$ cat config.mk
export PLATFORM = sky130hd
export DESIGN_NAME = lrat_front_flat
export DESIGN_NICKNAME = d
export VERILOG_FILES = /design/src/hw/rtl/lrat_pkg.sv /design/src/hw/rtl/lrat_req_if.sv /design/src/hw/rtl/lrat_front.sv /design/src/flat_wrapper.sv
export SDC_FILE = /design/constraint.sdc
export NUM_CORES = 1
export LEC_CHECK = 0
export ABC_AREA = 1
export BUFFER_PORTS_ARGS = -buffer_cell sky130_fd_sc_hd__buf_2
export CELL_PAD_IN_SITES_DETAIL_PLACEMENT = 2
export CELL_PAD_IN_SITES_GLOBAL_PLACEMENT = 2
export CORE_AREA = 5 5 124 126
export CTS_BUF_LIST = sky130_fd_sc_hd__clkbuf_8
export DETAILED_ROUTE_END_ITERATION = 12
export DIE_AREA = 0 0 129 131
export PLACE_DENSITY_LB_ADDON = 0.12
export SLEW_MARGIN = 15
export SYNTH_ARGS = -nofsm -noshare
export SYNTH_HDL_FRONTEND = slang
export SYNTH_SLANG_ARGS = --single-unit
$ cat constraint.sdc
create_clock -name clk -period 6.28 [get_ports clk]
set_clock_uncertainty 0.15 [all_clocks]
set_input_delay 1.256 -clock clk [delete_from_list [all_inputs] [get_ports clk]]
set_output_delay 1.256 -clock clk [all_outputs]
set_load 0.01 [all_outputs]
$ cat src/hw/rtl/lrat_pkg.sv
// Shared types and op codes for the lazy range add/assign segment tree.
package lrat_pkg;

	localparam int DW     = 64;
	localparam int MODE_W = 3;
	localparam int IDX_W  = 11;

	localparam logic [MODE_W-1:0] OP_ADD  = 3'd0;
	localparam logic [MODE_W-1:0] OP_ASG  = 3'd1;
	localparam logic [MODE_W-1:0] OP_QSUM = 3'd2;
	localparam logic [MODE_W-1:0] OP_QMAX = 3'd3;
	localparam logic [MODE_W-1:0] OP_QMIN = 3'd4;

	typedef logic [DW-1:0] word_t;

	typedef struct packed {
		word_t sum;
		word_t mx;
		word_t mn;
		word_t tag;
		word_t aval;
		logic  pend;
	} node_t;

endpackage

$ cat src/hw/rtl/lrat_req_if.sv
// Request channel: operation, index range and value.
interface lrat_req_if;
	logic                          valid;
	logic                          ready;
	logic [lrat_pkg::MODE_W-1:0]   mode;
	logic [lrat_pkg::IDX_W-1:0]    left;
	logic [lrat_pkg::IDX_W-1:0]    right;
	logic signed [lrat_pkg::DW-1:0] value;

	modport source(output valid, mode, left, right, value, input ready);
	modport sink(input valid, mode, left, right, value, output ready);
endinterface

$ cat src/hw/rtl/lrat_front.sv
// Front end: accepts items, orders and clamps the range, holds leaf_count.
module lrat_front #(
	parameter int LEAVES = 1024,
	localparam int IW    = $clog2(LEAVES + 1),
	localparam int EW    = lrat_pkg::MODE_W + 2 * IW + lrat_pkg::DW
) (
	input  logic                       clk,
	input  logic                       arst_n,
	lrat_req_if.sink                   req,
	input  logic                       cfg_we,
	input  logic [lrat_pkg::IDX_W-1:0] cfg_wdata,
	input  logic                       clr_busy,
	input  logic                       fifo_full,
	output logic                       push,
	output logic [EW-1:0]              push_data,
	output logic [IW-1:0]              leaf_cnt,
	output logic                       clr_start
);
	import lrat_pkg::*;

	localparam int CW      = (IW > IDX_W) ? IW : IDX_W;
	localparam int RST_CNT = (LEAVES < 1024) ? LEAVES : 1024;

	typedef struct packed {
		logic [MODE_W-1:0] op;
		logic [IW-1:0]     lft;
		logic [IW-1:0]     rgt;
		word_t             val;
	} entry_t;

	logic [IW-1:0] leaf_cnt_q;
	logic [CW-1:0] l_w, r_w, lo_w, hi_w, cnt_w;
	logic [31:0]   cfg_w;
	logic          mode_ok;
	entry_t        ent;

	always_ff @(posedge clk or negedge arst_n) begin
		if (!arst_n) begin
			leaf_cnt_q <= IW'(RST_CNT);
		end else if (cfg_we) begin
			leaf_cnt_q <= IW'(cfg_w);
		end
	end

	always_comb begin
		cfg_w = {{(32 - IDX_W){1'b0}}, cfg_wdata};
		if (cfg_w == 32'd0) begin
			cfg_w = 32'd1;
		end else if (cfg_w > 32'(LEAVES)) begin
			cfg_w = 32'(LEAVES);
		end
	end

	always_comb begin
		l_w   = CW'(req.left);
		r_w   = CW'(req.right);
		cnt_w = CW'(leaf_cnt_q);
		lo_w  = (l_w > r_w) ? r_w : l_w;
		hi_w  = (l_w > r_w) ? l_w : r_w;
		if (lo_w == '0) begin
			lo_w = CW'(1);
		end
		if (hi_w == '0) begin
			hi_w = CW'(1);
		end
		if (lo_w > cnt_w) begin
			lo_w = cnt_w;
		end
		if (hi_w > cnt_w) begin
			hi_w = cnt_w;
		end
	end

	always_comb begin
		mode_ok = 1'b0;
		if (req.mode inside {[OP_ADD:OP_QMIN]}) begin
			mode_ok = 1'b1;
		end
	end

	assign ent.op  = req.mode;
	assign ent.lft = IW'(lo_w);
	assign ent.rgt = IW'(hi_w);
	assign ent.val = req.value;

	// unknown modes are taken and dropped here
	assign req.ready = !fifo_full && !clr_busy;
	assign push      = req.valid && req.ready && mode_ok;
	assign push_data = ent;
	assign leaf_cnt  = leaf_cnt_q;
	assign clr_start = cfg_we;
endmodule

$ cat src/flat_wrapper.sv
// flat-port wrapper written by rule: the top's interface ports become plain ports
module lrat_front_flat import lrat_pkg::*;
#(
	parameter int LEAVES = 1024,
	localparam int IW    = $clog2(LEAVES + 1),
	localparam int EW    = lrat_pkg::MODE_W + 2 * IW + lrat_pkg::DW
)
  (clk, arst_n, cfg_we, cfg_wdata, clr_busy, fifo_full, push, push_data, leaf_cnt, clr_start, req_valid, req_mode, req_left, req_right, req_value, req_ready);
  lrat_req_if req_i ();
  input  logic clk;
  input  logic arst_n;
  input  logic cfg_we;
  input  logic [lrat_pkg::IDX_W-1:0] cfg_wdata;
  input  logic clr_busy;
  input  logic fifo_full;
  output logic push;
  output logic [EW-1:0] push_data;
  output logic [IW-1:0] leaf_cnt;
  output logic clr_start;
  input wire logic [$bits(req_i.valid)-1:0] req_valid;
  input wire logic [$bits(req_i.mode)-1:0] req_mode;
  input wire logic [$bits(req_i.left)-1:0] req_left;
  input wire logic [$bits(req_i.right)-1:0] req_right;
  input wire logic [$bits(req_i.value)-1:0] req_value;
  output wire logic [$bits(req_i.ready)-1:0] req_ready;
  assign req_i.valid = req_valid;
  assign req_i.mode = req_mode;
  assign req_i.left = req_left;
  assign req_i.right = req_right;
  assign req_i.value = req_value;
  assign req_ready = req_i.ready;
  lrat_front #(.LEAVES(LEAVES)) u_core (.clk(clk), .arst_n(arst_n), .req(req_i), .cfg_we(cfg_we), .cfg_wdata(cfg_wdata), .clr_busy(clr_busy), .fifo_full(fifo_full), .push(push), .push_data(push_data), .leaf_cnt(leaf_cnt), .clr_start(clr_start));
endmodule
## Word-level counts from Yosys, hierarchy flattened

Cells that the tools add are included.
W data, S select, Z words.

| word-level totals | value |
|---|---|
| bits in latches | 0 |
| input bits | 106 |
| memories kept | 0 |
| output and inout port bits | 103 |
| memory bits (read-only) | 0 |
| bits in writable memories | 0 |
| logic and storage cells | 25 |
| register bits after elaboration | 11 |

| operators by class | value |
|---|---|
| reduce and logical (&&, ||, !) cells | 9 |
| shift operators | 0 |
| bitwise operators | 0 |
| add/subtract/negate cells | 0 |
| divide/modulo/power cells | 0 |
| equality and inequality tests | 0 |
| magnitude comparators | 6 |
| muxes and demuxes | 9 |
| multiply operators | 0 |

Operators by type and width:

| kind | number |
|---|---|
| $mux W11 | 8 |
| $gt A11 B11 Y1 | 3 |
| $logic_not A11 Y1 | 3 |
| $gt A11 B11 Y1 const B | 1 |
| $logic_and A1 B1 Y1 | 4 |
| $ge A3 B1 Y1 const B | 1 |
| $le A3 B3 Y1 const B | 1 |
| $logic_not A1 Y1 | 2 |
| $mux W1 | 1 |

## Logic depth before layout (Yosys ltp)

| depth | value |
|---|---|
| word-level depth | 6 |
| gate-level depth with buffers | 25 |
| depth with buffers taken out | 23 |

## Worst setup path after synthesis

Ideal clock, no wire load.

| timing | value |
|---|---|
| kind | input port to output port |
| start | input req_right[10] |
| end | output push_data[75] |
| stages on the path | 22 |
| buffers on the path | 2 |
| path slack | 936 ps |
| arrival | 3938 ps |
| data required time | 4874 ps |
| cells stage by stage | inv_1 ha_1 nand2_2 inv_4 a21oi_4 nand3_4 nand2_4 buf_6 nand2_1 nand2_1 nand2_1 nor2_1 nand3_1 nand2_1 inv_1 ha_1 nor4b_1 or3b_1 nand2_2 buf_4 nand2_1 nand2_1 |

| on the way | value |
|---|---|
| word-level cells in the longest chain between the ends | 6 |

RTL lines:

| item | line | text |
|---|---|---|
| start: declaration | flat_wrapper.sv:23 | `input wire logic [$bits(req_i.right)-1:0] req_right;` |
| $gt A11 B11 Y1 | lrat_front.sv:58 | `lo_w = (l_w > r_w) ? r_w : l_w;` |
| $mux W11 (*) | lrat_front.sv:58 |  |
| $logic_not A11 Y1 | lrat_front.sv:60 | `if (lo_w == '0) begin` |
| $mux W11 (*) | lrat_front.sv:60 |  |
| $gt A11 B11 Y1 | lrat_front.sv:66 | `if (lo_w > cnt_w) begin` |
| $mux W11 (*) | lrat_front.sv:66 |  |
| end: declaration | flat_wrapper.sv:17 | `output logic [EW-1:0] push_data;` |

Every way passes the cells marked *; elsewhere a longest branch is shown, timed or not.

## Worst setup path in the final report

| timing | value |
|---|---|
| start | input req_right[10] |
| end | output push_data[76] |

The elaborated chain is that of the path after synthesis.

==> flow_summary.ini <==
[status]
outcome = completed

[setup_path]
cp_slowest_stage_delay_ps = 330
cp.arrival_ps = 4530
crit_buf_inv = 6
path_class = input pin to output port
required_ps = 4870
crit_path_cell_trace = buf_2 > inv_1 > ha_1 > nand2_2 > inv_4 > nand2_4 > nor2_2 > nand2_2 > nand3_4 > buf_6 > nand3_1 > nand2_1 > nand2_1 > nor2_1 > nand3_1 > nand2_1 > inv_1 > ha_1 > o21ai_0 > nand3_1 > o2111ai_1 > nand2_4 > o21ai_0 > buf_2
critPathTopFamily = simple AND/OR/NAND/NOR gates
cp_max_fo = 15
rr_startpoint = u_core.leaf_cnt[10]$_DFFE_PN1P_
worstRegToRegCells = 2
startpoint_type = input pin
end_kind = output port
rrSetupSlack_ps = 5210
cp_slowest_cell = ha_1
r2r_end = u_core.leaf_cnt[10]$_DFFE_PN1P_

[final_layout]
area_growth_pct = 6.44
diodes = 0
largest_reg_flops = 11
mostFrequentLayoutCells = nand2_1, buf_2, inv_1
multi_input_area_um2 = 1540
mostFrequentLayoutCell = nand2_1
layout.nets = 572
fin_cells = 616
seqCellArea_um2 = 277
layout-drive-gt1-share_pct = 25.5
fill_cells = 1755

[sta]
fin_setup_tns_ps = 0
finalCritPeriodShare_pct = 94.6
relSlewSlack_pct = 65.9
layout_min_cycle_time_ps = 5940
setup_viol = 0
worst_pin_slew_ps = 511
hold_violations = 0
fin_ws_ps = 341
max_freq_ghz = 0.168
holdWs_ps = 482
rsz0062_at_grt = false
final_max_slew_viol_count = 0

[global_route]
grt_max_degree = 26
grt_pass1_vias = 2931
grt_pass1_wl_mm = 15.4
antenna_found_initial = 0
grt-ovfl-total = 0
grt_usage_pct = 11.5

[yosys]
async_flop_share_pct = 100
synth_fp_nets = 559
synth_cell_types = 29
netlist_area_um2 = 2620
syn-mean-instance-area_um2 = 6.24
yosys_register_bits = 11
synth_edf_count = 0
ys_seq_area_share_pct = 10.5
ys.flop_type = dfrtp_1
ys.warnings.count = 0
synth_cells = 420

[cts]
htreeDepth = 1
numCtsBuffers = 3
clock_sinks = 11
tritoncts = built
clock-root-buffer = clkbuf_8
cts.clk_slew.worst_paths_ps = 50
clockBufferDepth = 2
worst_skew_pair.late_latency_ps = 240

[route]
drc = 0
antenna_left = 0
wl_per_cell_um = 15.6
routed_wl_mm = 9.64
vias = 2572
drt-initial-drc-count = 76
first_pass_iters = 4
via_per_inst = 4.18

[floorplan]
fp.dieW_um = 129
core_area_um2 = 14200
die_area_um2 = 16900
pin_count = 209
start_util_pct = 18.5
die_height_um = 131
rows = 44

[place]
hpwl_mm = 8.58
place_congestion = 0.724
place_inst = 611
io_buffers = 80
pre_cts_ws_ps = 71.2

[pwr]
finalPower_uw = 521
leakage_nw = 1.61
vdd_drop_max_mv = 0.0488
pwr_density_cell_nw_per_um2 = 186

[run]
cap_violations = 0

[min_path]
min_path_cells = 2
hp-class = register to register
hp-start = u_core.leaf_cnt[10]$_DFFE_PN1P_
hold_end = u_core.leaf_cnt[10]$_DFFE_PN1P_
==> timing repair <==
action,CTS,global route
hold buffers,0,0
buffers inserted,0,1
endpoints found under the setup margin,0,14
resized for setup,0,6
==> routing by layer <==
metal / vias to the layer above / global-route usage [%] / routed length (µm)
li1: 1295 / - / -
met1: 1197 / 14.5 / 4340
met2: 60 / 21.1 / 4830
met3: 20 / 1.63 / 396
met4: 0 / 1.67 / 72
met5: - / 0 / 0
==> synthesized netlist by cell type (2+ instances only) <==
cell type	count	area [µm²]
ha_1	33	413
nand3_1	33	165
nor2_2	2	12.5
dfrtp_1	10	250
inv_2	2	7.51
nand4_1	4	25.0
nand2_2	8	50.1
o21ai_0	36	180
nand2_4	2	22.5
buf_4	71	533
nor2_1	15	56.3
clkbuf_1	2	7.51
nand2_1	109	409
buf_6	4	45.0
a21oi_1	13	65.1
o2111ai_1	2	17.5
inv_1	60	225
nor4_1	3	18.8
==> area by class of cell <==
| cell class | count | area share [%] |
|---|---|---|
| Clock buffer | 3 | 1.48 |
| Clock inverter | 1 | 0.134 |
| Inverter | 63 | 8.56 |
| Multi-Input combinational cell | 268 | 55.1 |
| Sequential cell | 11 | 9.91 |
| Tap cell | 184 | 8.25 |
| Timing Repair Buffer | 86 | 16.5 |
==> metrics by stage <==
stage / util, % / instance area, µm²
after CTS: 19.3 / 2750
after global placement: 19.0 / 2700
after detailed placement: 19.0 / 2700
after floorplan: - / 2620
final: 19.7 / 2790
after global routing: 19.7 / 2790
==> power by group <==
group          total [mW]  switching, mW  internal [mW]
Clock              0.0728         0.0296         0.0432
Sequential         0.0819        0.00477         0.0771
Combinational       0.366          0.232          0.134
Total               0.521          0.267          0.254
==> cells by family after synthesis <==
group	after synthesis	synth area share (%)
DFF	11	10.5
AOI/OAI and AO/OA	54	11.1
adders and majority gates	33	15.7
and+or+nand+nor	181	31.0
buffers and inverters	141	31.6
==> worst min-delay path: stages, from the launching register on <==
cell and delay (ps):
dfstp_2 400, inv_1 140, a21oi_1 80
==> how the worst max path moves through the flow <==
stage / cells past startpoint / to / start / slack (ps)
floorplan: 22 / push_data[75] / req_right[10] / 940
global placement: 24 / push_data[76] / req_right[10] / 120
detailed placement: 22 / push_data[76] / req_right[10] / 70
CTS: 22 / push_data[76] / req_right[10] / 70
global route: 25 / push_data[71] / req_right[10] / 1
finish: 24 / push_data[76] / req_right[10] / 340
(Power assumes the default switching activity.)
