`src/hw/rtl/lrat_fifo.sv`:
```
// Two-entry queue between front end and tree engine.
module lrat_fifo #(
	parameter int W = 8
) (
	input  logic         clk,
	input  logic         arst_n,
	input  logic         push,
	input  logic [W-1:0] din,
	output logic         full,
	input  logic         pop,
	output logic [W-1:0] dout,
	output logic         empty
);
	logic [W-1:0] mem_q [2];
	logic         wp_q, rp_q;
	logic [1:0]   cnt_q;

	always_ff @(posedge clk or negedge arst_n) begin
		if (!arst_n) begin
			wp_q  <= 1'b0;
			rp_q  <= 1'b0;
			cnt_q <= 2'd0;
		end else begin
			if (push) begin
				wp_q <= ~wp_q;
			end
			if (pop) begin
				rp_q <= ~rp_q;
			end
			if (push && !pop) begin
				cnt_q <= cnt_q + 2'd1;
			end else if (pop && !push) begin
				cnt_q <= cnt_q - 2'd1;
			end
		end
	end

	always_ff @(posedge clk) begin
		if (push) begin
			mem_q[wp_q] <= din;
		end
	end

	assign dout  = mem_q[rp_q];
	assign full  = cnt_q == 2'd2;
	assign empty = cnt_q == 2'd0;
endmodule

```
`config.mk`:
```
export PLATFORM = sky130hd
export DESIGN_NAME = lrat_fifo
export DESIGN_NICKNAME = d
export VERILOG_FILES = /design/src/hw/rtl/lrat_fifo.sv
export SDC_FILE = /design/constraint.sdc
export NUM_CORES = 1
export LEC_CHECK = 0
export ABC_AREA = 1
export BUFFER_PORTS_ARGS = -buffer_cell sky130_fd_sc_hd__clkbuf_2
export CAP_MARGIN = 10
export CELL_PAD_IN_SITES_DETAIL_PLACEMENT = 1
export CELL_PAD_IN_SITES_GLOBAL_PLACEMENT = 1
export CORE_UTILIZATION = 40
export CTS_CLUSTER_DIAMETER = 120
export CTS_CLUSTER_SIZE = 12
export DETAILED_ROUTE_END_ITERATION = 7
export GPL_TIMING_DRIVEN = 0
export PLACE_DENSITY = 0.76
export SLEW_MARGIN = 20
export SYNTH_ARGS = -nofsm -noshare
export SYNTH_HDL_FRONTEND = slang
export SYNTH_SLANG_ARGS = --single-unit
export TNS_END_PERCENT = 30
```
`constraint.sdc`:
```
create_clock -name clk -period 1.6 [get_ports clk]
set_clock_uncertainty 0.15 [all_clocks]
set_input_delay 0.32 -clock clk [delete_from_list [all_inputs] [get_ports clk]]
set_output_delay 0.32 -clock clk [all_outputs]
set_load 0.05 [all_outputs]
```
* Word level (Yosys, flattened, before mapping)
Memories as Yosys holds them, arrays and structs flattened. Index checks and enable logic that the tools add are counted.
Storage, ports and cells: ROM bits 0, memory bits (writable) 16, word-level logic and storage cells 19, bits in latches 0, input port bits 12, register bits after elaboration 4, output and inout bits 10, memories kept 1
Memories:
- mem_q | depth 2, bits a word 8, read ports 1, clocked after Yosys merged registers in 0, wr ports 1, line 14 | logic [W-1:0] mem_q [2];
Operators by class: bitwise gates (word level) 2, shift-type cells 0, multiplexer cells 4, magnitude comparators 0, eq/ne operators 1, div/mod/pow operators 0, multipliers 0, $add $sub $neg 2, reductions and logical operators 6
Operator list (count):
- $mux W2 | 2
- $add A2 B1 Y2 const B | 1
- $eq A2 B2 Y1 const B | 1
- $logic_and A1 B1 Y1 | 2
- $logic_not A1 Y1 | 2
- $logic_not A2 Y1 | 1
- $mux W1 | 2
- $not A1 Y1 | 2
- $reduce_bool A2 Y1 | 1
- $sub A2 B1 Y2 const B | 1

* Longest topological paths before layout
Gate-level depths: netlist of the first run.
depth after elaboration 4, mapped depth 7, gate-level depth less buffers 7

* Worst setup path after synthesis of the first run
No wires, ideal clock.
kind register to output, start point register cnt_q[0], end point output port empty, data arrival time 1.075 ns, buffers on the path 0, setup slack 0.055 ns, data required time 1.130 ns, stages on the path, launching flop included 2, cell sequence dfrtp_1 > nor2_1
On the way: cells in the longest elaborated chain, start to end 1
RTL lines:
- start, declared | line 16 | logic [1:0] cnt_q;
- start signal, assigned | line 31 | cnt_q <= cnt_q + 2'd1;
- start signal, assigned | line 33 | cnt_q <= cnt_q - 2'd1;
- $logic_not A2 Y1 | line 46 | assign empty = cnt_q == 2'd0;
- end, declared | line 12 | output logic empty
Every way passes these cells.

* Final worst setup path of the first run
start point register rp_q, end point output port dout[6]
On the way: cells in the longest elaborated chain, start to end 1
RTL lines:
- start, declared | line 15 | logic wp_q, rp_q;
- start signal, assigned | line 28 | rp_q <= ~rp_q;
- $mem_v2 Z2 W8
- end, declared | line 11 | output logic [W-1:0] dout,
Every way passes these cells.

==> reports/results.md, run 1 <==
| Stage | Quantity | This run |
|:---|:---|:---|
| clock network | Sinks on the clock net | 20 |
| sta | Post-route clock period utilization | 112% |
| cells and area | Area of all placed cells without fillers | 1100 um2 |
| worst setup path | Cell with the largest stage delay on the worst path | dfrtp_1 |
| worst setup path | Worst Path Class, Setup | reg -> out |
| worst setup path | Critical Path Source Type | flop |
| sta | Slew Limit Headroom | 48.3% |
| place | Detailed placement HPWL | 844 um |
| logic synthesis | Portion of synthesized cell area occupied by the leading cell type | 58.7% |
| place | Final Wtd Congestion | 0.689 |
| logic synthesis | Most numerous cell types in the synthesized netlist | 16 x edfxtp_1, 8 x mux2_4, 7 x inv_1, 5 x nand2_1, 4 x dfrtp_1 |
| routing | Antenna-violating nets left | 0 |
| logic synthesis | Most used flip-flop cell after synthesis | edfxtp_1 |
| sta | Actual transition at the worst max-transition pin | 772 ps |
| routing | Avg Vias per Cell | 4.60 |
| place | Post-DP Area | 955 um2 |
| pwr | Ratio of total power to cell area | 2010 nW/um2 |
| die | Die area | 2230 um2 |
| pwr | Leakage | 0.492 nW |
| global routing | Wire length of the first global-routing pass | 2080 um |
| die | I/O Pins | 22 |
| clock network | CTS tree | done |
| worst setup path | CP Data Arrival Time | 1320 ps |
| place | # port buffers | 21 |
| clock network | Clk pin slew, worst setup/hold paths | 110 ps |
| logic synthesis | Syn Area/Cell | 16.4 um2 |
| clock network | Root buf cell | clkbuf_4 |
| clock network | Number of buffers created by CTS | 3 |
| logic synthesis | Synth async-reset ratio | 20.0% |
| pwr | Maximum ir drop on the vdd rail | 904 uV |
| logic synthesis | Share of synthesized area occupied by flip-flops and latches | 70.9% |
| flow run | Number of max-cap violations | 0 |
| worst setup path | Crit path max fanout | 9 |
| global routing | Initial antenna violation count | 0 |
| routing | First DRT Iteration DRCs | 12 |
| sta | Finish-stage setup viols | 8 |
| logic synthesis | Net count of the mapped netlist | 63 |
| worst hold path | Worst min path class | in -> reg |
| logic synthesis | Syn Std Cell Area | 818 um2 |
| die | DIE WIDTH | 47.2 um |
| global routing | GRT Residual Overflow | 0 |
| worst setup path | Ordered cell list for the critical path | buf_6 -> mux2_4 -> clkbuf_16 |
| worst setup path | CP Capture Type | primary output |
| cells and area | Final Core Density | 60.7% |
| logic synthesis | Cell variety after synth | 12 |
| sta | RSZ-0062 raised after global routing | true |
| die | Initial cell density of the core | 44.9% |
| clock network | CTS H-tree depth | 1 |
| global routing | Pin count of the biggest net entering global routing | 12 |
| worst setup path | Stage delay of the slowest cell on the critical path | 380 ps |
| cells and area | Antenna cell count | 0 |
| sta | Final critical delay including setup and external delays | 1790 ps |
| cells and area | Area added between synthesis and finish | 35.0% |
| logic synthesis | Synth Instances | 50 |
| logic synthesis | Ranking of synthesized cells by area | edfxtp_1 59%, mux2_4 15%, dfrtp_1 12%, inv_1 3.2%, nand2_1 2.3% |
| worst setup path | Critical path data required time | 1130 ps |
| global routing | Overall Global Routing Usage | 14.7% |
| sta | Maximum clock rate | 560 MHz |
| sta | Final critical-path setup slack | -185 ps |
| outcome | Failing checks | setup timing |
| outcome | Outcome | complete, but fails checks |
| logic synthesis | Cell type with the largest total area after synthesis | edfxtp_1 |
| cells and area | Fraction of layout instances using a drive strength above 1 | 46.8% |
| die | Area of the core | 1820 um2 |
| routing | Routed vias | 469 |
| logic synthesis | Number of synthesized register bits | 20 |
| routing | Wire length after detailed routing | 1420 um |
| logic synthesis | Most repeated cell in the gate-level netlist after synthesis | edfxtp_1 |
| cells and area | Net count, final | 91 |
| routing | Number of DRC violations after detailed routing | 0 |
| routing | First drt pass iteration count | 3 |
| die | Vertical die dimension | 47.2 um |
| die | FP Rows | 15 |
| logic synthesis | Yosys Warn Count | 0 |
| global routing | Via count of the first global-routing pass | 464 |
| clock network | Maximum count of clock buffers along a single path | 2 |
| clock network | Clock latency on the worst-skew pair | 290 ps |
| pwr | Overall power consumption | 2.22 mW |
| routing | Routed wire per std cell | 13.9 um |
| sta | Final count of hold timing violations | 0 |
| logic synthesis | Count of flip-flops with a built-in enable after synthesis | 16 |
| sta | Final Max Tran Viols | 0 |
## worst paths after layout
check	startpoint	endpoint	slack, ps	cells past startpoint
setup / recovery	rp_q$_DFFE_PN0P_	dout[6]	-190	3
hold / removal	din[1]	mem_q[1][1]$_DFFE_PP_	60	1
setup reg to reg	wp_q$_DFFE_PN0P_	mem_q[0][5]$_DFFE_PP_	60	1
hold reg to reg	wp_q$_DFFE_PN0P_	wp_q$_DFFE_PN0P_	360	1
max in group asynchronous	arst_n	cnt_q[0]$_DFFE_PN0P_	940	2
min in group asynchronous	arst_n	cnt_q[0]$_DFFE_PN0P_	220	2
## power breakdown
group	internal [mW]	switching (mW)	total, mW
clock	0.0907	0.143	0.234
combinational	0.535	0.676	1.21
sequential	0.710	0.0663	0.776
total	1.34	0.886	2.22
## through the flow
step,setup TNS (ps),cells,worst slack [ps],hold slack (ps)
floorplan,0,50,54.7,-126
global placement,0,96,53.3,-17.2
detailed placement,0,96,8.88,-19.7
CTS,-1520,102,-197,50.2
global route,-1620,102,-229,40.2
finish,-1290,102,-185,57.7
## critical path, delay by kind of cell, from the launching register on
kind                   cells  cell delay, ps
DFF                        1             380
buffers and inverters      2             320
muxes                      1             320
## cell usage in the layout (no fill, tap or decap), drive strengths merged, types with 2 or more instances in the layout
cell type	n
buf	11
clkbuf	15
dfrtp	4
edfxtp	16
inv	7
mux2	8
nand2	5
nor2	3
xor2	2
## cells by family after synthesis
| kind of cell | after synthesis | share of synthesized area (%) |
|---|---|---|
| DFF | 20 | 70.9 |
| and+or+nand+nor | 10 | 5.05 |
| buffers and inverters | 8 | 4.59 |
| muxes | 8 | 14.7 |
| xor gates and xnor gates | 3 | 3.21 |
| adders and majority gates | 1 | 1.53 |
## sequential cells by signal, indices dropped and copies added (netlist names)
register and flops:
mem_q 16, cnt_q 2, rp_q 1, wp_q 1
## final cells by class
type / count / area (um2)
Fill cell: 185 / 716
Sequential cell: 20 / 582
Timing Repair Buffer: 23 / 225
Multi-Input combinational cell: 22 / 203
Tap cell: 25 / 31.3
Inverter: 7 / 26.3
Clock buffer: 3 / 22.5
Buffer: 1 / 11.3
Clock inverter: 1 / 3.75
## routing by layer
metal / share of wire, % / track usage [%]
met1: 41 / 18.9
met2: 54 / 22.5
met3: 3.7 / 3.46
met4: 1.3 / 8.57
met5: 0 / 0
## what timing repair did
item                       CTS  global route
hold endpoints to repair     4             0
buffers inserted             1             0
setup endpoints to repair   10            10
resized for setup           20            11
gates cloned                 0             0
hold buffers                 1             0
Power figures use the tool's default switching activity.
==> run 2: changes to the inputs <==
--- a/config.mk
+++ b/config.mk
@@ -5,7 +5,7 @@
 export SDC_FILE = /design/constraint.sdc
 export NUM_CORES = 1
 export LEC_CHECK = 0
-export ABC_AREA = 1
+export ABC_AREA = 0
 export BUFFER_PORTS_ARGS = -buffer_cell sky130_fd_sc_hd__clkbuf_2
 export CAP_MARGIN = 10
 export CELL_PAD_IN_SITES_DETAIL_PLACEMENT = 1
@@ -16,6 +16,7 @@
 export DETAILED_ROUTE_END_ITERATION = 7
 export GPL_TIMING_DRIVEN = 0
 export PLACE_DENSITY = 0.76
+export SETUP_SLACK_MARGIN = 0.1
 export SLEW_MARGIN = 20
 export SYNTH_ARGS = -nofsm -noshare
 export SYNTH_HDL_FRONTEND = slang
==> reports/results.md, run 2 <==
| Stage | Quantity | This run |
|:---|:---|:---|
| outcome | Outcome | complete, but fails checks |
| outcome | Failing checks | setup timing |
| pwr | Leakage | 0.467 nW |
| sta | Actual transition at the worst max-transition pin | 456 ps |
| worst setup path | CP Capture Type | primary output |
| cells and area | Number of fill cells in the layout | 180 |
| sta | Final count of hold timing violations | 0 |
| logic synthesis | Most repeated cell in the gate-level netlist after synthesis | edfxtp_1 |
| die | Vertical die dimension | 45.9 um |
| routing | Routed vias | 432 |
| global routing | Pin count of the biggest net entering global routing | 12 |
| die | Area of the core | 1760 um2 |
| die | Initial cell density of the core | 43.7% |
| sta | Final critical delay including setup and external delays | 1810 ps |
| cells and area | Final Core Density | 62.2% |
| logic synthesis | Syn Std Cell Area | 771 um2 |
| place | # port buffers | 21 |
| cells and area | Fraction of layout instances using a drive strength above 1 | 55.1% |
| worst hold path | Hold Crit Endpoint | mem_q[0][3]$_DFFE_PP_ |
| flow run | Number of max-cap violations | 0 |
| die | I/O Pins | 22 |
| cells and area | Most common cell after layout, fill and taps aside | edfxtp_1 |
| logic synthesis | Cell type with the largest total area after synthesis | edfxtp_1 |
| worst hold path | Worst min path class | in -> reg |
| sta | Finish-stage setup viols | 9 |
| global routing | Initial antenna violation count | 0 |
| sta | Final critical-path setup slack | -213 ps |
| clock network | CTS tree | done |
| sta | Total Negative Setup Slacks | -1590 ps |
| global routing | Via count of the first global-routing pass | 445 |
| logic synthesis | Synth Instances | 41 |
| worst setup path | Worst Path Class, Setup | reg -> out |
| worst setup path | Worst R2R End | mem_q[0][0]$_DFFE_PP_ |
| place | Detailed placement HPWL | 901 um |
| worst setup path | Worst R2R Start | wp_q$_DFFE_PN0P_ |
| clock network | Clk pin slew, worst setup/hold paths | 120 ps |
| cells and area | Most frequent cells in the layout | 16 x edfxtp_1, 11 x clkbuf_2, 10 x buf_8 |
| logic synthesis | Count of flip-flops with a built-in enable after synthesis | 16 |
| clock network | Maximum count of clock buffers along a single path | 2 |
| global routing | GRT Residual Overflow | 0 |
| place | Worst slack at placement | -21.5 ps |
| worst hold path | Number of cells on the worst hold path | 1 |
| worst setup path | Critical path data required time | 1130 ps |
| pwr | Maximum ir drop on the vdd rail | 1030 uV |
| logic synthesis | Most used flip-flop cell after synthesis | edfxtp_1 |
| worst setup path | Kind of cell with the highest combined delay on the critical path | flip-flops |
| logic synthesis | Ranking of synthesized cells by area | edfxtp_1 62%, dfrtp_1 13%, mux2_2 12%, xor2_1 4.5%, ha_1 1.6% |
| sta | Maximum clock rate | 552 MHz |
| routing | Wire length after detailed routing | 1440 um |
| sta | Slew Limit Headroom | 69.5% |
| worst setup path | Crit path max fanout | 5 |
| clock network | Clock latency on the worst-skew pair | 290 ps |
| die | FP Rows | 15 |
| logic synthesis | Synth async-reset ratio | 20.0% |
| global routing | Wire length of the first global-routing pass | 1920 um |
| worst setup path | Cell with the largest stage delay on the worst path | dfrtp_1 |
| worst setup path | Sum of buffers and inverters on the critical path | 2 |
| cells and area | Largest Register | mem_q |
| clock network | CTS H-tree depth | 1 |
| clock network | Sinks on the clock net | 20 |
| logic synthesis | Share of synthesized area occupied by flip-flops and latches | 75.3% |
| routing | Avg Vias per Cell | 4.60 |
| routing | Number of DRC violations after detailed routing | 0 |
| sta | Final Max Tran Viols | 0 |
| worst setup path | Stage delay of the slowest cell on the critical path | 420 ps |
| logic synthesis | Cell variety after synth | 12 |
| cells and area | Net count, final | 83 |
| worst setup path | R2r setup slk | 290 ps |
| logic synthesis | Number of synthesized register bits | 20 |
| die | DIE WIDTH | 45.9 um |
| worst hold path | Startpoint of the tightest hold check path | din[3] |
| routing | Routed wire per std cell | 15.3 um |
| routing | Antenna-violating nets left | 0 |
| logic synthesis | Syn Area/Cell | 18.8 um2 |
| cells and area | Registers with the highest flip-flop counts | mem_q (16), cnt_q (2) |
| cells and area | Area added between synthesis and finish | 42.4% |
| worst setup path | CP Data Arrival Time | 1340 ps |
| routing | First DRT Iteration DRCs | 3 |
| clock network | Root buf cell | clkbuf_4 |
| clock network | Number of buffers created by CTS | 3 |
| logic synthesis | Yosys Warn Count | 0 |
| sta | Post-route clock period utilization | 113% |
| worst setup path | Ordered cell list for the critical path | buf_6 -> mux2_4 -> buf_8 |
| worst setup path | Critical Path Source Type | flop |
| worst setup path | Worst R2R Path Depth | 1 |
| global routing | Overall Global Routing Usage | 13.8% |
| cells and area | Number of flip-flops in the largest register | 16 |
| routing | First drt pass iteration count | 4 |
| logic synthesis | Portion of synthesized cell area occupied by the leading cell type | 62.3% |
| logic synthesis | Net count of the mapped netlist | 54 |
| cells and area | Antenna cell count | 0 |
| logic synthesis | Most numerous cell types in the synthesized netlist | 16 x edfxtp_1, 8 x mux2_2, 4 x dfrtp_1, 4 x xor2_1, 2 x nor2_1 |
| sta | RSZ-0062 raised after global routing | true |
| place | Final Wtd Congestion | 0.685 |
| die | Die area | 2110 um2 |
| pwr | Ratio of total power to cell area | 2070 nW/um2 |
## run 2: cell types whose count changed after synthesis
cell	delta
and2_1	+1
mux2_4	-8
nor2_1	-1
nand3_1	-1
and2b_2	+1
nand2_1	-5
nand4_1	-1
nor2b_1	+1
inv_1	-6
xor2_1	+2
mux2_2	+8
## run 2: worst max path at each step
stage,depth (start not counted),from,endpoint
after floorplan,2,rp_q$_DFFE_PN0P_,dout[0]
after global placement,2,push,mem_q[0][0]$_DFFE_PP_
after detailed placement,2,push,mem_q[0][1]$_DFFE_PP_
after CTS,3,rp_q$_DFFE_PN0P_,dout[1]
after global routing,3,rp_q$_DFFE_PN0P_,dout[1]
final,3,rp_q$_DFFE_PN0P_,dout[1]
## run 2: layout make-up
class / count / area, um2 / share of cell area [%]
flip-flops and latches: 20 / 581 / 52.9
inverters: 1 / 3.75 / 0.342
clock buffers: 4 / 26.3 / 2.39
repair buffers: 24 / 234 / 21.3
plain buffers: 1 / 11.3 / 1.03
multi-input cells: 19 / 210 / 19.2
well taps: 25 / 31.3 / 2.85
## run 2: cells by family (layout without fill, tap and decap cells)
group	Yosys count	in the layout	synth area share, %
flops	20	20	75.3
mux	8	8	11.7
xor+xnor	5	5	5.68
simple gates	5	5	3.74
buf+inv	2	30	1.95
fa+ha+maj	1	1	1.62
## run 2: what timing repair did
action | in CTS | in global routing
resized for setup | 21 | 20
buffers inserted | 1 | 0
endpoints found under the setup margin | 18 | 10
gates cloned | 0 | 1
endpoints found under the hold margin | 4 | 0
pin swaps | 0 | 1
hold buffers | 1 | 0
## run 2: stage by stage
stage          instance area, um2  hold WS (ps)  cells  power [mW]
2_1_floorplan                 773          -126     41        1.46
3_3_place_gp                  910         -14.7     87        1.62
3_5_place_dp                  910         -11.6     87        1.64
4_1_cts                      1040          49.3     93        2.08
5_1_grt                      1100          37.4     94        2.35
6_report                     1100          49.0     94        2.27
## run 2: where the power goes
group / internal [mW] / total [mW] / switching, mW
sequential: 0.708 / 0.786 / 0.0782
combinational: 0.572 / 1.24 / 0.664
clock: 0.0971 / 0.252 / 0.155
## run 2: routing by layer
metal	vias up	track usage [%]	wire, um
met5	-	0	0
met4	0	5.29	8
met3	2	4.76	59
met2	14	22.0	758
met1	211	17.1	609
li1	205	-	-
==> run 3: changes to the inputs <==
--- a/config.mk
+++ b/config.mk
@@ -16,6 +16,7 @@
 export DETAILED_ROUTE_END_ITERATION = 7
 export GPL_TIMING_DRIVEN = 0
 export PLACE_DENSITY = 0.76
+export REMOVE_ABC_BUFFERS = 1
 export SETUP_SLACK_MARGIN = 0.1
 export SLEW_MARGIN = 20
 export SYNTH_ARGS = -nofsm -noshare
==> reports/results.md, run 3 (synthesis gave the netlist of run 2 again) <==
| Stage | Quantity | This run |
|:---|:---|:---|
| clock network | Root buf cell | clkbuf_4 |
| routing | First DRT Iteration DRCs | 1 |
| die | Area of the core | 1760 um2 |
| worst setup path | Worst R2R End | mem_q[0][0]$_DFFE_PP_ |
| sta | Total Negative Setup Slacks | -1390 ps |
| cells and area | Net count, final | 82 |
| die | Vertical die dimension | 45.9 um |
| cells and area | Antenna cell count | 0 |
| place | Placed Cells incl. Taps | 86 |
| routing | Routed wire per std cell | 14.8 um |
| worst setup path | CP Data Arrival Time | 1320 ps |
| clock network | Sinks on the clock net | 20 |
| outcome | Outcome | complete, but fails checks |
| worst setup path | Worst R2R Start | wp_q$_DFFE_PN0P_ |
| routing | Routed vias | 430 |
| worst setup path | Critical path data required time | 1130 ps |
| cells and area | Non-filler instance count after layout | 93 |
| routing | Number of DRC violations after detailed routing | 0 |
| die | I/O Pins | 22 |
| worst setup path | Worst R2R Path Depth | 1 |
| place | Post-DP Area | 896 um2 |
| cells and area | Number of fill cells in the layout | 183 |
| flow run | Number of max-cap violations | 0 |
| pwr | Maximum ir drop on the vdd rail | 865 uV |
| cells and area | Registers with the highest flip-flop counts | mem_q (16), cnt_q (2) |
| place | Worst slack at placement | -67.4 ps |
| global routing | Pin count of the biggest net entering global routing | 12 |
| global routing | Initial antenna violation count | 0 |
| global routing | Wire length of the first global-routing pass | 2110 um |
| worst hold path | Startpoint of the tightest hold check path | din[6] |
| worst setup path | CP Capture Type | primary output |
| clock network | Number of buffers created by CTS | 3 |
| die | Initial cell density of the core | 43.7% |
| clock network | Maximum count of clock buffers along a single path | 2 |
| cells and area | Most common cell after layout, fill and taps aside | edfxtp_1 |
| pwr | Leakage | 0.429 nW |
| global routing | Overall Global Routing Usage | 15.1% |
| sta | Slew Limit Headroom | 72.2% |
| cells and area | Area of the multi-input gates | 181 um2 |
| worst hold path | Hold Crit Endpoint | mem_q[0][6]$_DFFE_PP_ |
| cells and area | Number of flip-flops in the largest register | 16 |
| place | # port buffers | 21 |
| worst hold path | Worst min path class | in -> reg |
| worst hold path | Number of cells on the worst hold path | 1 |
| sta | Final count of hold timing violations | 0 |
| routing | First drt pass iteration count | 2 |
| cells and area | Largest Register | mem_q |
| die | DIE WIDTH | 45.9 um |
| clock network | CTS H-tree depth | 1 |
| sta | Post-route clock period utilization | 112% |
| routing | Avg Vias per Cell | 4.62 |
| cells and area | Fraction of layout instances using a drive strength above 1 | 54.4% |
| sta | Final critical delay including setup and external delays | 1790 ps |
| cells and area | Area added between synthesis and finish | 37.2% |
| die | Die area | 2110 um2 |
| sta | Actual transition at the worst max-transition pin | 415 ps |
| sta | Final Max Tran Viols | 0 |
| place | Final Wtd Congestion | 0.658 |
| cells and area | Area of all placed cells without fillers | 1060 um2 |
| worst setup path | Crit path max fanout | 4 |
| worst setup path | Critical Path Source Type | flop |
| routing | Wire length after detailed routing | 1380 um |
| clock network | Clock latency on the worst-skew pair | 280 ps |
| global routing | GRT Residual Overflow | 0 |
| sta | Maximum clock rate | 560 MHz |
| worst setup path | R2r setup slk | 320 ps |
| cells and area | Most frequent cells in the layout | 16 x edfxtp_1, 11 x clkbuf_2, 9 x buf_8 |
| cells and area | Final Core Density | 59.9% |
| pwr | Ratio of total power to cell area | 2040 nW/um2 |
| global routing | Via count of the first global-routing pass | 454 |
| outcome | Failing checks | setup timing |
| cells and area | Sequential cell area | 582 um2 |
| clock network | CTS tree | done |
| clock network | Clk pin slew, worst setup/hold paths | 110 ps |
| sta | RSZ-0062 raised after global routing | true |
| sta | Finish-stage setup viols | 8 |
| routing | Antenna-violating nets left | 0 |
| die | FP Rows | 15 |
| sta | Final critical-path setup slack | -185 ps |
| worst setup path | Worst Path Class, Setup | reg -> out |
-- run 3: changes by cell type in the layout (fill, tap and decap cells not counted), sizes merged --
cell,before,now
buf,13,11
clkbuf,15,16
-- run 3: layout make-up --
cell class | instances | share of cell area, %
flip-flops and latches | 20 | 55.0
repair buffers | 24 | 22.0
multi-input cells | 19 | 17.2
well taps | 25 | 2.96
clock buffers | 4 | 2.49
inverters | 1 | 0.355
-- run 3: power by group --
group / internal (mW) / leakage (nW) / total [mW] / switching [mW]
Clock: 0.0966 / 0.0150 / 0.238 / 0.141
Combinational: 0.495 / 0.219 / 1.14 / 0.644
Sequential: 0.710 / 0.196 / 0.780 / 0.0701
-- run 3: stage by stage --
| step | total power, mW | hold WS, ps |
|---|---|---|
| 3_3_place_gp | 1.58 | -16.6 |
| 5_1_grt | 2.24 | 50.1 |
| 3_5_place_dp | 1.60 | -17.2 |
| 6_report | 2.16 | 65.1 |
| 4_1_cts | 2.08 | 60.1 |
| 2_1_floorplan | 1.42 | -126 |
-- run 3: per-layer routing --
| layer | up-vias | global-route usage [%] | routed length [um] |
|---|---|---|---|
| li1 | 201 | - | - |
| met1 | 220 | 16.6 | 524 |
| met2 | 9 | 28.7 | 804 |
| met3 | 0 | 3.57 | 49 |
| met4 | 0 | 3.53 | 0 |
| met5 | - | 0 | 0 |
-- run 3: critical path, stage by stage, from the launching register on --
cell and delay [ps]:
dfrtp_2 380, buf_4 140, mux2_2 350, buf_8 150
-- run 3: timing repair --
item	4_1_cts	5_1_grt
buffers inserted	2	0
gates cloned	0	0
resized for setup	25	10
pin swaps	1	1
hold buffers	1	0
endpoints found under the setup margin	12	10
hold endpoints to repair	4	0
-- run 3: worst max path at each step --
| stage | cells after the start | end | start |
|---|---|---|---|
| 6_report | 3 | dout[1] | rp_q$_DFFE_PN0P_ |
| 5_1_grt | 3 | dout[1] | rp_q$_DFFE_PN0P_ |
| 4_1_cts | 3 | dout[1] | rp_q$_DFFE_PN0P_ |
| 3_3_place_gp | 2 | dout[6] | rp_q$_DFFE_PN0P_ |
| 3_5_place_dp | 2 | dout[6] | rp_q$_DFFE_PN0P_ |
| 2_1_floorplan | 1 | empty | cnt_q[0]$_DFFE_PN0P_ |
